[src/rtl/adc_code_to_temperature_half_degree_top_macros.svh]
// assertion macros for the adc code to half-degree temperature block
`ifndef ADC_CODE_TO_TEMPERATURE_HALF_DEGREE_TOP_MACROS_SVH
`define ADC_CODE_TO_TEMPERATURE_HALF_DEGREE_TOP_MACROS_SVH

// same-cycle implication, checked outside reset
`define ACTHD_ASSERT_NOW(label, ante, cons, msg) \
    label: assert property (@(posedge clk) disable iff (!rst_n) (ante) |-> (cons)) \
        else $error(msg);

// next-cycle implication, checked outside reset
`define ACTHD_ASSERT_NEXT(label, ante, cons, msg) \
    label: assert property (@(posedge clk) disable iff (!rst_n) (ante) |=> (cons)) \
        else $error(msg);

`endif

[src/rtl/acthd_pkg.sv]
// constants, segment tables and types for the adc code linearizer
`timescale 1ns / 1ps

package acthd_pkg;

    localparam int SLOPE_FRAC_BITS = 16;
    localparam int NUM_SEGS        = 13;
    localparam int SEG_IDX_W       = $clog2(NUM_SEGS);

    localparam int CODE_W   = 8;
    localparam int D_W      = 7;                       // largest offset into a segment is 65
    localparam int SLOPE_W  = SLOPE_FRAC_BITS + 4;     // slopes stay below 16 tenths per code
    localparam int PROD_W   = D_W + SLOPE_W;
    localparam int BASE_W   = 10;
    localparam int TENTHS_W = 11;
    localparam int WHOLE_W  = 7;
    localparam int DIGIT_W  = 4;
    localparam int TEMP_W   = 8;

    // tenths / 10 as a multiply by reciprocal, exact for tenths below 16384
    localparam int DIV10_MUL   = 6554;
    localparam int DIV10_MUL_W = 13;
    localparam int DIV10_SHIFT = 16;
    localparam int QPROD_W     = TENTHS_W + DIV10_MUL_W;
    localparam int DEC_RADIX   = 10;

    // tenths digit thresholds for the half-degree rounding
    localparam logic [DIGIT_W-1:0] DIGIT_HALF_MIN = DIGIT_W'(3);
    localparam logic [DIGIT_W-1:0] DIGIT_UP_MIN   = DIGIT_W'(8);

    localparam logic [TEMP_W-1:0] TEMP_MAX = TEMP_W'(240);

    typedef logic [SEG_IDX_W-1:0] seg_idx_t;

    localparam logic [CODE_W-1:0] SEG_START [NUM_SEGS] = '{
        8'd11, 8'd31, 8'd54, 8'd74, 8'd85, 8'd97, 8'd110,
        8'd116, 8'd125, 8'd165, 8'd173, 8'd186, 8'd190
    };

    localparam logic [BASE_W-1:0] SEG_BASE10 [NUM_SEGS] = '{
        10'd0, 10'd50, 10'd150, 10'd250, 10'd300, 10'd350, 10'd400,
        10'd500, 10'd600, 10'd750, 10'd800, 10'd900, 10'd916
    };

    // slope in tenths per code as num / den
    localparam logic [63:0] SEG_NUM [NUM_SEGS] = '{
        64'd1000000, 64'd4299966, 64'd4964000, 64'd4885700, 64'd4166670,
        64'd3846100, 64'd15669000, 64'd11140800, 64'd3713600, 64'd6325110,
        64'd8003200, 64'd3921500, 64'd4248860
    };

    localparam logic [63:0] SEG_DEN [NUM_SEGS] = '{
        64'd186982, 64'd1000000, 64'd1000000, 64'd1000000, 64'd1000000,
        64'd1000000, 64'd1000000, 64'd1000000, 64'd1000000, 64'd1000000,
        64'd1000000, 64'd1000000, 64'd1000000
    };

    // fixed-point slopes, rounded half up
    localparam logic [SLOPE_W-1:0] SEG_SLOPE [NUM_SEGS] = '{
        SLOPE_W'(((SEG_NUM[0]  << SLOPE_FRAC_BITS) + SEG_DEN[0]  / 2) / SEG_DEN[0]),
        SLOPE_W'(((SEG_NUM[1]  << SLOPE_FRAC_BITS) + SEG_DEN[1]  / 2) / SEG_DEN[1]),
        SLOPE_W'(((SEG_NUM[2]  << SLOPE_FRAC_BITS) + SEG_DEN[2]  / 2) / SEG_DEN[2]),
        SLOPE_W'(((SEG_NUM[3]  << SLOPE_FRAC_BITS) + SEG_DEN[3]  / 2) / SEG_DEN[3]),
        SLOPE_W'(((SEG_NUM[4]  << SLOPE_FRAC_BITS) + SEG_DEN[4]  / 2) / SEG_DEN[4]),
        SLOPE_W'(((SEG_NUM[5]  << SLOPE_FRAC_BITS) + SEG_DEN[5]  / 2) / SEG_DEN[5]),
        SLOPE_W'(((SEG_NUM[6]  << SLOPE_FRAC_BITS) + SEG_DEN[6]  / 2) / SEG_DEN[6]),
        SLOPE_W'(((SEG_NUM[7]  << SLOPE_FRAC_BITS) + SEG_DEN[7]  / 2) / SEG_DEN[7]),
        SLOPE_W'(((SEG_NUM[8]  << SLOPE_FRAC_BITS) + SEG_DEN[8]  / 2) / SEG_DEN[8]),
        SLOPE_W'(((SEG_NUM[9]  << SLOPE_FRAC_BITS) + SEG_DEN[9]  / 2) / SEG_DEN[9]),
        SLOPE_W'(((SEG_NUM[10] << SLOPE_FRAC_BITS) + SEG_DEN[10] / 2) / SEG_DEN[10]),
        SLOPE_W'(((SEG_NUM[11] << SLOPE_FRAC_BITS) + SEG_DEN[11] / 2) / SEG_DEN[11]),
        SLOPE_W'(((SEG_NUM[12] << SLOPE_FRAC_BITS) + SEG_DEN[12] / 2) / SEG_DEN[12])
    };

endpackage

[src/rtl/adc_code_to_temperature_half_degree_top.sv]
// Converts an 8-bit sensor ADC code to temperature in half-degree units through
// 13 linear segments, rounding the tenths digit to the nearest half degree.
// Codes below 11 give 0 with the under_range flag (m_tuser) set. The block takes
// one request per clock while back-pressure leaves room, and passes each result
// through its five register stages: segment select, slope multiply, base add,
// divide by ten, rounding. Each stage holds its own item under back-pressure,
// so empty stages keep filling while m_tready is low.
`timescale 1ns / 1ps

`include "adc_code_to_temperature_half_degree_top_macros.svh"

module adc_code_to_temperature_half_degree_top
(
    input  logic                          clk,
    input  logic                          rst_n,
    input  logic                          s_tvalid,
    output logic                          s_tready,
    input  logic [acthd_pkg::CODE_W-1:0]  s_tdata,   // [7:0] adc_code
    output logic                          m_tvalid,
    input  logic                          m_tready,
    output logic [acthd_pkg::TEMP_W-1:0]  m_tdata,   // [7:0] temp_half_deg
    output logic                          m_tuser    // [0] under_range
);

    import acthd_pkg::*;

    // valid bits
    logic s1_vld_reg, s2_vld_reg, s3_vld_reg, s4_vld_reg, s5_vld_reg;
    logic rdy1, rdy2, rdy3, rdy4, rdy5;

    // stage payloads
    seg_idx_t                s1_seg_reg, s1_seg_next;
    logic [D_W-1:0]          s1_d_reg, s1_d_next;
    logic                    s1_und_reg, s1_und_next;

    logic [TENTHS_W-1:0]     s2_ofs_reg, s2_ofs_next;
    logic [BASE_W-1:0]       s2_base_reg, s2_base_next;
    logic                    s2_und_reg;

    logic [TENTHS_W-1:0]     s3_tenths_reg, s3_tenths_next;
    logic                    s3_und_reg;

    logic [TENTHS_W-1:0]     s4_tenths_reg;
    logic [WHOLE_W-1:0]      s4_whole_reg, s4_whole_next;
    logic                    s4_und_reg;

    logic [TEMP_W-1:0]       s5_temp_reg, s5_temp_next;
    logic                    s5_und_reg;

    logic [PROD_W-1:0]       prod;
    logic [QPROD_W-1:0]      qprod;
    logic [DIGIT_W-1:0]      digit;
    logic [TEMP_W-1:0]       twice;

    // per-stage ready, a stage loads when it is empty or its content moves on
    assign rdy5     = !s5_vld_reg || m_tready;
    assign rdy4     = !s4_vld_reg || rdy5;
    assign rdy3     = !s3_vld_reg || rdy4;
    assign rdy2     = !s2_vld_reg || rdy3;
    assign rdy1     = !s1_vld_reg || rdy2;
    assign s_tready = rdy1;

    always_ff @(posedge clk or negedge rst_n)
    begin
        if (!rst_n)
        begin
            s1_vld_reg <= 1'b0;
            s2_vld_reg <= 1'b0;
            s3_vld_reg <= 1'b0;
            s4_vld_reg <= 1'b0;
            s5_vld_reg <= 1'b0;
        end
        else
        begin
            if (rdy1) s1_vld_reg <= s_tvalid;
            if (rdy2) s2_vld_reg <= s1_vld_reg;
            if (rdy3) s3_vld_reg <= s2_vld_reg;
            if (rdy4) s4_vld_reg <= s3_vld_reg;
            if (rdy5) s5_vld_reg <= s4_vld_reg;
        end
    end

    // stage 1: segment select by breakpoint
    always_comb
    begin
        s1_seg_next = '0;
        for (int i = 1; i < NUM_SEGS; i++)
        begin
            if (s_tdata >= SEG_START[i])
                s1_seg_next = SEG_IDX_W'(i);
        end
        s1_d_next   = D_W'(s_tdata - SEG_START[s1_seg_next]);
        s1_und_next = (s_tdata < SEG_START[0]);
    end

    // stage 2: offset times slope, fraction below one tenth dropped
    always_comb
    begin
        prod         = PROD_W'(s1_d_reg) * PROD_W'(SEG_SLOPE[s1_seg_reg]);
        s2_ofs_next  = prod[SLOPE_FRAC_BITS +: TENTHS_W];
        s2_base_next = SEG_BASE10[s1_seg_reg];
    end

    // stage 3: add the segment base
    assign s3_tenths_next = TENTHS_W'(s2_base_reg) + s2_ofs_reg;

    // stage 4: whole degrees by reciprocal multiply
    always_comb
    begin
        qprod         = QPROD_W'(s3_tenths_reg) * QPROD_W'(DIV10_MUL);
        s4_whole_next = qprod[DIV10_SHIFT +: WHOLE_W];
    end

    // stage 5: tenths digit rounds to a half degree
    always_comb
    begin
        digit = DIGIT_W'(s4_tenths_reg - TENTHS_W'(s4_whole_reg) * TENTHS_W'(DEC_RADIX));
        twice = {s4_whole_reg, 1'b0};
        if (s4_und_reg)
            s5_temp_next = '0;
        else if (digit >= DIGIT_UP_MIN)
            s5_temp_next = twice + TEMP_W'(2);
        else if (digit >= DIGIT_HALF_MIN)
            s5_temp_next = twice + TEMP_W'(1);
        else
            s5_temp_next = twice;
    end

    always_ff @(posedge clk)
    begin
        if (rdy1 && s_tvalid)
        begin
            s1_seg_reg <= s1_seg_next;
            s1_d_reg   <= s1_d_next;
            s1_und_reg <= s1_und_next;
        end
        if (rdy2 && s1_vld_reg)
        begin
            s2_ofs_reg  <= s2_ofs_next;
            s2_base_reg <= s2_base_next;
            s2_und_reg  <= s1_und_reg;
        end
        if (rdy3 && s2_vld_reg)
        begin
            s3_tenths_reg <= s3_tenths_next;
            s3_und_reg    <= s2_und_reg;
        end
        if (rdy4 && s3_vld_reg)
        begin
            s4_tenths_reg <= s3_tenths_reg;
            s4_whole_reg  <= s4_whole_next;
            s4_und_reg    <= s3_und_reg;
        end
        if (rdy5 && s4_vld_reg)
        begin
            s5_temp_reg <= s5_temp_next;
            s5_und_reg  <= s4_und_reg;
        end
    end

    assign m_tvalid = s5_vld_reg;
    assign m_tdata  = s5_temp_reg;
    assign m_tuser  = s5_und_reg;

    `ACTHD_ASSERT_NEXT(a_accept_fills_s1, s_tvalid && s_tready, s1_vld_reg, "accepted request did not reach stage 1")
    `ACTHD_ASSERT_NEXT(a_stall_keeps_s4, s4_vld_reg && !rdy5, s4_vld_reg, "stalled item dropped from stage 4")
    `ACTHD_ASSERT_NOW(a_under_is_zero, m_tvalid && m_tuser, m_tdata == '0, "under-range result not saturated")
    `ACTHD_ASSERT_NOW(a_temp_in_range, m_tvalid, m_tdata <= TEMP_MAX, "temperature above range")

endmodule

[config.mk]
export PLATFORM = sky130hd
export DESIGN_NAME = adc_code_to_temperature_half_degree_top
export DESIGN_NICKNAME = d
export VERILOG_FILES = /design/src/rtl/acthd_pkg.sv /design/src/rtl/adc_code_to_temperature_half_degree_top.sv
export VERILOG_INCLUDE_DIRS = /design/src /design/src/rtl
export SDC_FILE = /design/constraint.sdc
export NUM_CORES = 1
export LEC_CHECK = 0
export ABC_AREA = 0
export BUFFER_PORTS_ARGS = -buffer_cell sky130_fd_sc_hd__buf_2
export CAP_MARGIN = 0
export CORE_AREA = 3 3 134 136
export DETAILED_ROUTE_END_ITERATION = 8
export DIE_AREA = 0 0 137 139
export MAX_ROUTING_LAYER = met4
export PLACE_DENSITY = 0.85
export RECOVER_POWER = 50
export SYNTH_ARGS = -nofsm -noshare
export SYNTH_HDL_FRONTEND = slang
export SYNTH_SLANG_ARGS = --single-unit
[constraint.sdc]
create_clock -name clk -period 6.4 [get_ports clk]
set_clock_uncertainty 0.1 [all_clocks]
set_input_delay 0.96 -clock clk [delete_from_list [all_inputs] [get_ports clk]]
set_output_delay 0.96 -clock clk [all_outputs]
set_load 0.02 [all_outputs]
# Yosys cells after proc, flatten, opt, wreduce, memory -nomap -nowiden
# Memory sizes are Yosys's and may differ from the RTL's. A register that Yosys moved wholly into a read port is not among the register bits.
# Index checks and enable logic that the tools add are counted.
dict set report word_totals {
  regBits 62
  latch_bits 0
  mem_bits_rw 0
  mem_bits_ro 608
  input_bits 12
  output_inout_bits 11
  wordCells 80
  mem_count 3
}
# name words width read_ports rd_ports_with_merged_regs write_ports line
set mem_list {}
lappend mem_list {{(name not given)} 16 20 1 0 0 adc_code_to_temperature_half_degree_top.sv:99} ;# prod = PROD_W'(s1_d_reg) * PROD_W'(SEG_SLOPE[s1_seg_reg]);
lappend mem_list {{(name not given)} 16 10 1 1 0 adc_code_to_temperature_half_degree_top.sv:101} ;# s2_base_next = SEG_BASE10[s1_seg_reg];
lappend mem_list {{(name not given)} 16 8 1 0 0 adc_code_to_temperature_half_degree_top.sv:92} ;# s1_d_next = D_W'(s_tdata - SEG_START[s1_seg_next]);
dict set report op_classes {
  n_addsub 5
  mul 3
  n_div 0
  n_lt_le_gt_ge 17
  eq_ne 0
  shift 0
  mux 18
  bitwise_logic 2
  n_reduce_logical 15
}
# op count
set op_table {}
lappend op_table {{8-bit by 7-bit >= comparator with 1-bit output (second input constant)} 6}
lappend op_table {{4-bit 2-to-1 mux} 11}
lappend op_table {{20-bit 2-to-1 mux} 2}
lappend op_table {{8-bit >= comparator (second input constant)} 4}
lappend op_table {{7-bit by 20-bit multiplier with 27-bit output} 1}
lappend op_table {{11-bit by 12-bit multiplier with 22-bit output (second input constant)} 1}
lappend op_table {{8-bit 2-to-1 mux} 2}
lappend op_table {{7-bit 2-to-1 mux} 2}
lappend op_table {{10-bit by 11-bit adder with 11-bit output} 1}
lappend op_table {{5-bit >= comparator (second input constant)} 2}
lappend op_table {{4-bit inverter with 5-bit output} 2}
lappend op_table {{8-bit by 1-bit adder with 8-bit output (second input constant)} 1}
lappend op_table {{8-bit by 2-bit adder with 8-bit output (second input constant)} 1}
lappend op_table {{8-bit by 5-bit >= comparator with 1-bit output (second input constant)} 1}
lappend op_table {{8-bit by 6-bit >= comparator with 1-bit output (second input constant)} 1}
lappend op_table {{8-bit by 4-bit < comparator with 1-bit output (second input constant)} 1}
lappend op_table {{7-bit by 3-bit multiplier with 3-bit output (second input constant)} 1}
lappend op_table {{7-bit subtractor} 1}
lappend op_table {{1-bit logical AND} 5}
lappend op_table {{1-bit logical NOT} 5}
lappend op_table {{1-bit logical OR} 5}
lappend op_table {{4-bit by 2-bit >= comparator with 1-bit output (second input constant)} 1}
lappend op_table {{4-bit >= comparator (second input constant)} 1}
lappend op_table {{4-bit subtractor} 1}
lappend op_table {{1-bit 2-to-1 mux} 1}

# Logic depth before layout (Yosys ltp)
dict set report logic_depth {
  depth_word 18
  ltp_mapped 22
  depth_no_buf 22
}

# Least setup slack after synthesis
# No wires, ideal clock.
dict set report synth_timing {
  path_type {reg-to-reg}
  startpoint {register s1_seg_reg[1]}
  endpoint {register s2_ofs_reg[8], data pin}
  setup_time_ns 0.266
  t_arrival_ns 5.732
  t_required_ns 6.034
  path_slack_ns 0.302
  stages_incl_launch_ff 21
  path_buffers 0
  synth_period_minus_slack_ns 6.098
  cell_sequence {edfxtp_1 -> inv_2 -> ha_1 -> nor2b_1 -> a21oi_1 -> o21ai_0 -> and2_1 -> fa_1 -> fa_1 -> fa_1 -> inv_1 -> fa_1 -> inv_1 -> ha_1 -> a21oi_2 -> o211ai_1 -> or4_1 -> o21ai_1 -> o31a_2 -> nor4b_1 -> or3b_1}
}
dict set report synth_between {
  elab_chain_len 5
}
# element line
set synth_lines {}
lappend synth_lines {{start: declaration} adc_code_to_temperature_half_degree_top.sv:32} ;# seg_idx_t s1_seg_reg, s1_seg_next;
lappend synth_lines {{start signal: assignment} adc_code_to_temperature_half_degree_top.sv:133} ;# s1_seg_reg <= s1_seg_next;
lappend synth_lines {{4-bit inverter with 5-bit output (implied by the code)} adc_code_to_temperature_half_degree_top.sv:99}
lappend synth_lines {{memory read 16 x 20 bit} -}
lappend synth_lines {{20-bit 2-to-1 mux (implied by the code) (2 in a row)} adc_code_to_temperature_half_degree_top.sv:99}
lappend synth_lines {{7-bit by 20-bit multiplier with 27-bit output} adc_code_to_temperature_half_degree_top.sv:99}
lappend synth_lines {{named net prod[24]} adc_code_to_temperature_half_degree_top.sv:50} ;# logic [PROD_W-1:0] prod;
lappend synth_lines {{end signal: assignment} adc_code_to_temperature_half_degree_top.sv:139} ;# s2_ofs_reg <= s2_ofs_next;
lappend synth_lines {{end: declaration} adc_code_to_temperature_half_degree_top.sv:36} ;# logic [TENTHS_W-1:0] s2_ofs_reg, s2_ofs_next;
# The timed path passes the listed nets, and every way through them passes these cells. The select of a mux whose other input is x is not followed.
# A chain may end at the register's enable or synchronous reset.

# Worst setup path after layout
# Same ends and word-level chain as after synthesis.

==> summary.md <==
| Metric | Value |
|---|---|
| Status | `finished clean` |
| Maxcap violations | `0` |
| I/O Buffers | `22` |
| Adder-cell share of the synthesized area | `about two fifths` |
| Worst hold slack | `333 ps` |
| # rows | `48` |
| Yosys cell types | `66` |
| Pre-antenna DRT Iters | `6` |
| TritonCTS clock tree | `done` |
| # H-tree levels | `3` |
| Share of cells above drive strength 1 | `approximately 7.9%` |
| Placed wire-length estimate | `roughly 18000 um` |
| Hold WC Path Type | `reg -> reg` |
| Critical path capture point type | `register` |
| Synthesis warning total | `0` |
| Vias | `roughly 7.3k` |
| Fin. max-slew vios | `0` |
| Most frequent cells in the layout | `inv_1, ha_1, fa_1` |
| Layout fillers | `~1.3k` |
| Slew @ Worst Pin | `~900 ps` |
| Final wirelength | `between 20000 and 25000 um` |
| Async SR Flop Fraction | `about 7.0%` |
| DP Area | `10400 um2` |
| Setup tns final | `0 ps` |
| Worst Path Arrival | `between 6000 and 7000 ps` |
| Starting Density | `58.1%` |
| Hold path depth | `0` |
| Max Freq | `0.162 GHz` |
| Largest net degree at the start of global routing | `33` |
| Initial DRC count | `between 500 and 600` |
| XOR/XNOR Fraction of Synth Area | `3.76%` |
| Post-synth EDFFs | `66` |
| Relative slew slack | `between 30% and 40%` |
| Yosys reg bits | `71` |
| Sequential area share after synthesis | `between 20% and 30%` |
| Antenna-violating nets left | `0` |
| Vias in the first global route | `between 7k and 8k` |
| Endpoints failing setup | `0` |
| Num CTS Buffers | `9` |
| Worst Setup Start Kind | `register` |
| CP max FO | `9` |
| Width of the die | `between 100 and 150 um` |
| Initial antenna violation count | `0` |
| Die H | `139 um` |
| Global-route wire length before repair | `between 30000 and 40000 um` |
| CP Depth | `19` |
| Prevailing post-synth register cell | `edfxtp_1` |
| Tmin final | `around 6200 ps` |
| Delay-heaviest family, CP | `adder cells` |
| Core area | `approximately 17000 um2` |
| Mux contribution to synthesized area | `less than 1%` |
| Die Area | `19000 um2` |
| Total GRT Usage | `about a quarter` |
| Critical-path cell list | `buf_4 -> ha_1 -> nor2_1 -> buf_4 -> mux2i_1 -> nand2_1 -> fa_1 -> fa_1 -> inv_1 -> fa_1 -> fa_1 -> ha_1 -> a21o_1 -> a21o_1 -> or4_4 -> o21ai_4 -> o31a_4 -> nor4b_1 -> or3b_1` |
| Placer congestion estimate | `0.912` |
| Layout area overhead | `9.13%` |
| Avg Cell Area, Syn | `9.94 um2` |
| NumNets Final | `about 1.3k` |
| Detailed-route DRC error count | `0` |
| IO Pins | `23` |
| CP dominant cell by count | `fa_1` |
| Compound-Gate Fraction of Synth Area | `a little under an eighth` |
| Clock transition at the registers of the reported paths | `around 60 ps` |
| Critical path required time | `roughly 6400 ps` |
| Synth Area in Simple Gates | `between 10% and 20%` |
| Final cycle utilization of the critical path | `96.4%` |
| WL/cell | `around 18 um` |
| Via density | `slightly below 6` |
| Antenna Cells | `0` |
| Main combinational cell family by area after synthesis | `adder cells` |
| Most common cell after layout, fill and taps aside | `inv_1` |
| Root Buffer | `clkbuf_16` |
| CP max stage delay | `between 500 and 600 ps` |
| Clk_lat worst skew | `between 300 and 400 ps` |
| Mapped Nets | `between 1k and 1.5k` |
| Synth Cell Area | `about 10000 um2` |
| Final hold violation count | `0` |
| Clock sinks | `around 70` |
| Crit-path slowest cell | `fa_1` |
| Synth Instances | `approximately 1000` |
| Critical path buffers and inverters | `3` |
| Post-route cell area | `around 11000 um2` |
| Grt total ovfl | `0` |
| # hold bufs at CTS | `0` |
| CTS Buffer Depth | `2` |
| Type of the worst setup path | `reg -> reg` |
| Worst r2r path cells | `19` |
==> metal layers <==
layer	up-vias	global-route usage, %	share of wire (%)	wire, um
met2	235	44.0	52	11900
met4	0	7.88	2.4	556
met3	67	4.06	5.3	1210
met5	-	-	0	0
li1	3399	-	-	-
met1	3645	30.9	40	9060
==> logic make-up after synthesis <==
logic type,count (synthesis)
adder cells (fa/ha/maj),259
multiplexers,4
AO/OA/AOI/OAI,170
flip-flops,71
buffers and inverters,176
AND/OR/NAND/NOR,277
XOR/XNOR,41
==> metrics by stage <==
step	instances	worst slack, ps	utilization, %
global placement	1247	176	61.2
floorplan	998	302	-
detailed placement	1247	45.9	61.2
CTS	1263	27.0	63.1
global route	1268	-17.1	63.5
finish	1268	230	63.5
==> repair_timing <==
item,CTS,global route
endpoints found under the hold margin,0,0
setup endpoints to repair,0,5
gates resized for setup,0,14
setup buffers,0,5
==> final timing paths <==
kind | startpoint | endpoint | slack (ps)
worst max register to register | s1_seg_reg[1]$_DFFE_PP_ | s2_ofs_reg[8]$_DFFE_PP_ | 230
min in group asynchronous | rst_n | s2_vld_reg$_DFFE_PN0P_ | 350
max in group asynchronous | rst_n | s4_vld_reg$_DFFE_PN0P_ | 5640
worst min register to register | s3_und_reg$_DFFE_PP_ | s4_und_reg$_DFFE_PP_ | 330
worst min-delay path | s3_und_reg$_DFFE_PP_ | s4_und_reg$_DFFE_PP_ | 330
worst max-delay path | s1_seg_reg[1]$_DFFE_PP_ | s2_ofs_reg[8]$_DFFE_PP_ | 230
==> area by class of cell <==
class / instances / area [um2] / share of cell area [%]
clock inverter: 5 / 81.3 / 0.751
timing repair buffer: 57 / 367 / 3.39
tap: 225 / 282 / 2.60
inverter: 148 / 556 / 5.13
sequential: 71 / 2110 / 19.5
multi-input combinational: 751 / 7190 / 66.4
clock buffer: 11 / 243 / 2.24
==> synth_stat cells (2+ instances only) <==
cell	n	area (um2)
a211o_1	2	17.5
a211oi_1	4	30.0
a21o_1	21	158
a21oi_1	52	260
a31oi_1	3	18.8
and2_1	95	594
and3_1	3	18.8
buf_1	3	11.3
clkbuf_1	24	90.1
dfrtp_1	5	125
edfxtp_1	66	1980
fa_1	122	2440
ha_1	137	1710
inv_1	147	552
mux2i_1	3	30.0
nand2_1	75	282
nand2b_1	15	93.8
nand3_1	13	65.1
nand4_1	4	25.0
nor2_1	33	124
nor2b_1	18	113
nor3_1	9	45.0
o211ai_1	6	45.0
o21a_1	9	67.6
o21ai_0	30	150
o21ai_1	5	25.0
o21bai_1	6	45.0
o22a_1	3	26.3
o22ai_1	5	31.3
o311a_1	2	20.0
o32ai_1	2	17.5
or2_2	2	12.5
or4_1	3	22.5
xnor2_1	21	184
xor2_1	19	166
Power is left out: the tool's default activity adds up to more than one toggle a clock period on the data nets, which glitch-free logic cannot reach.
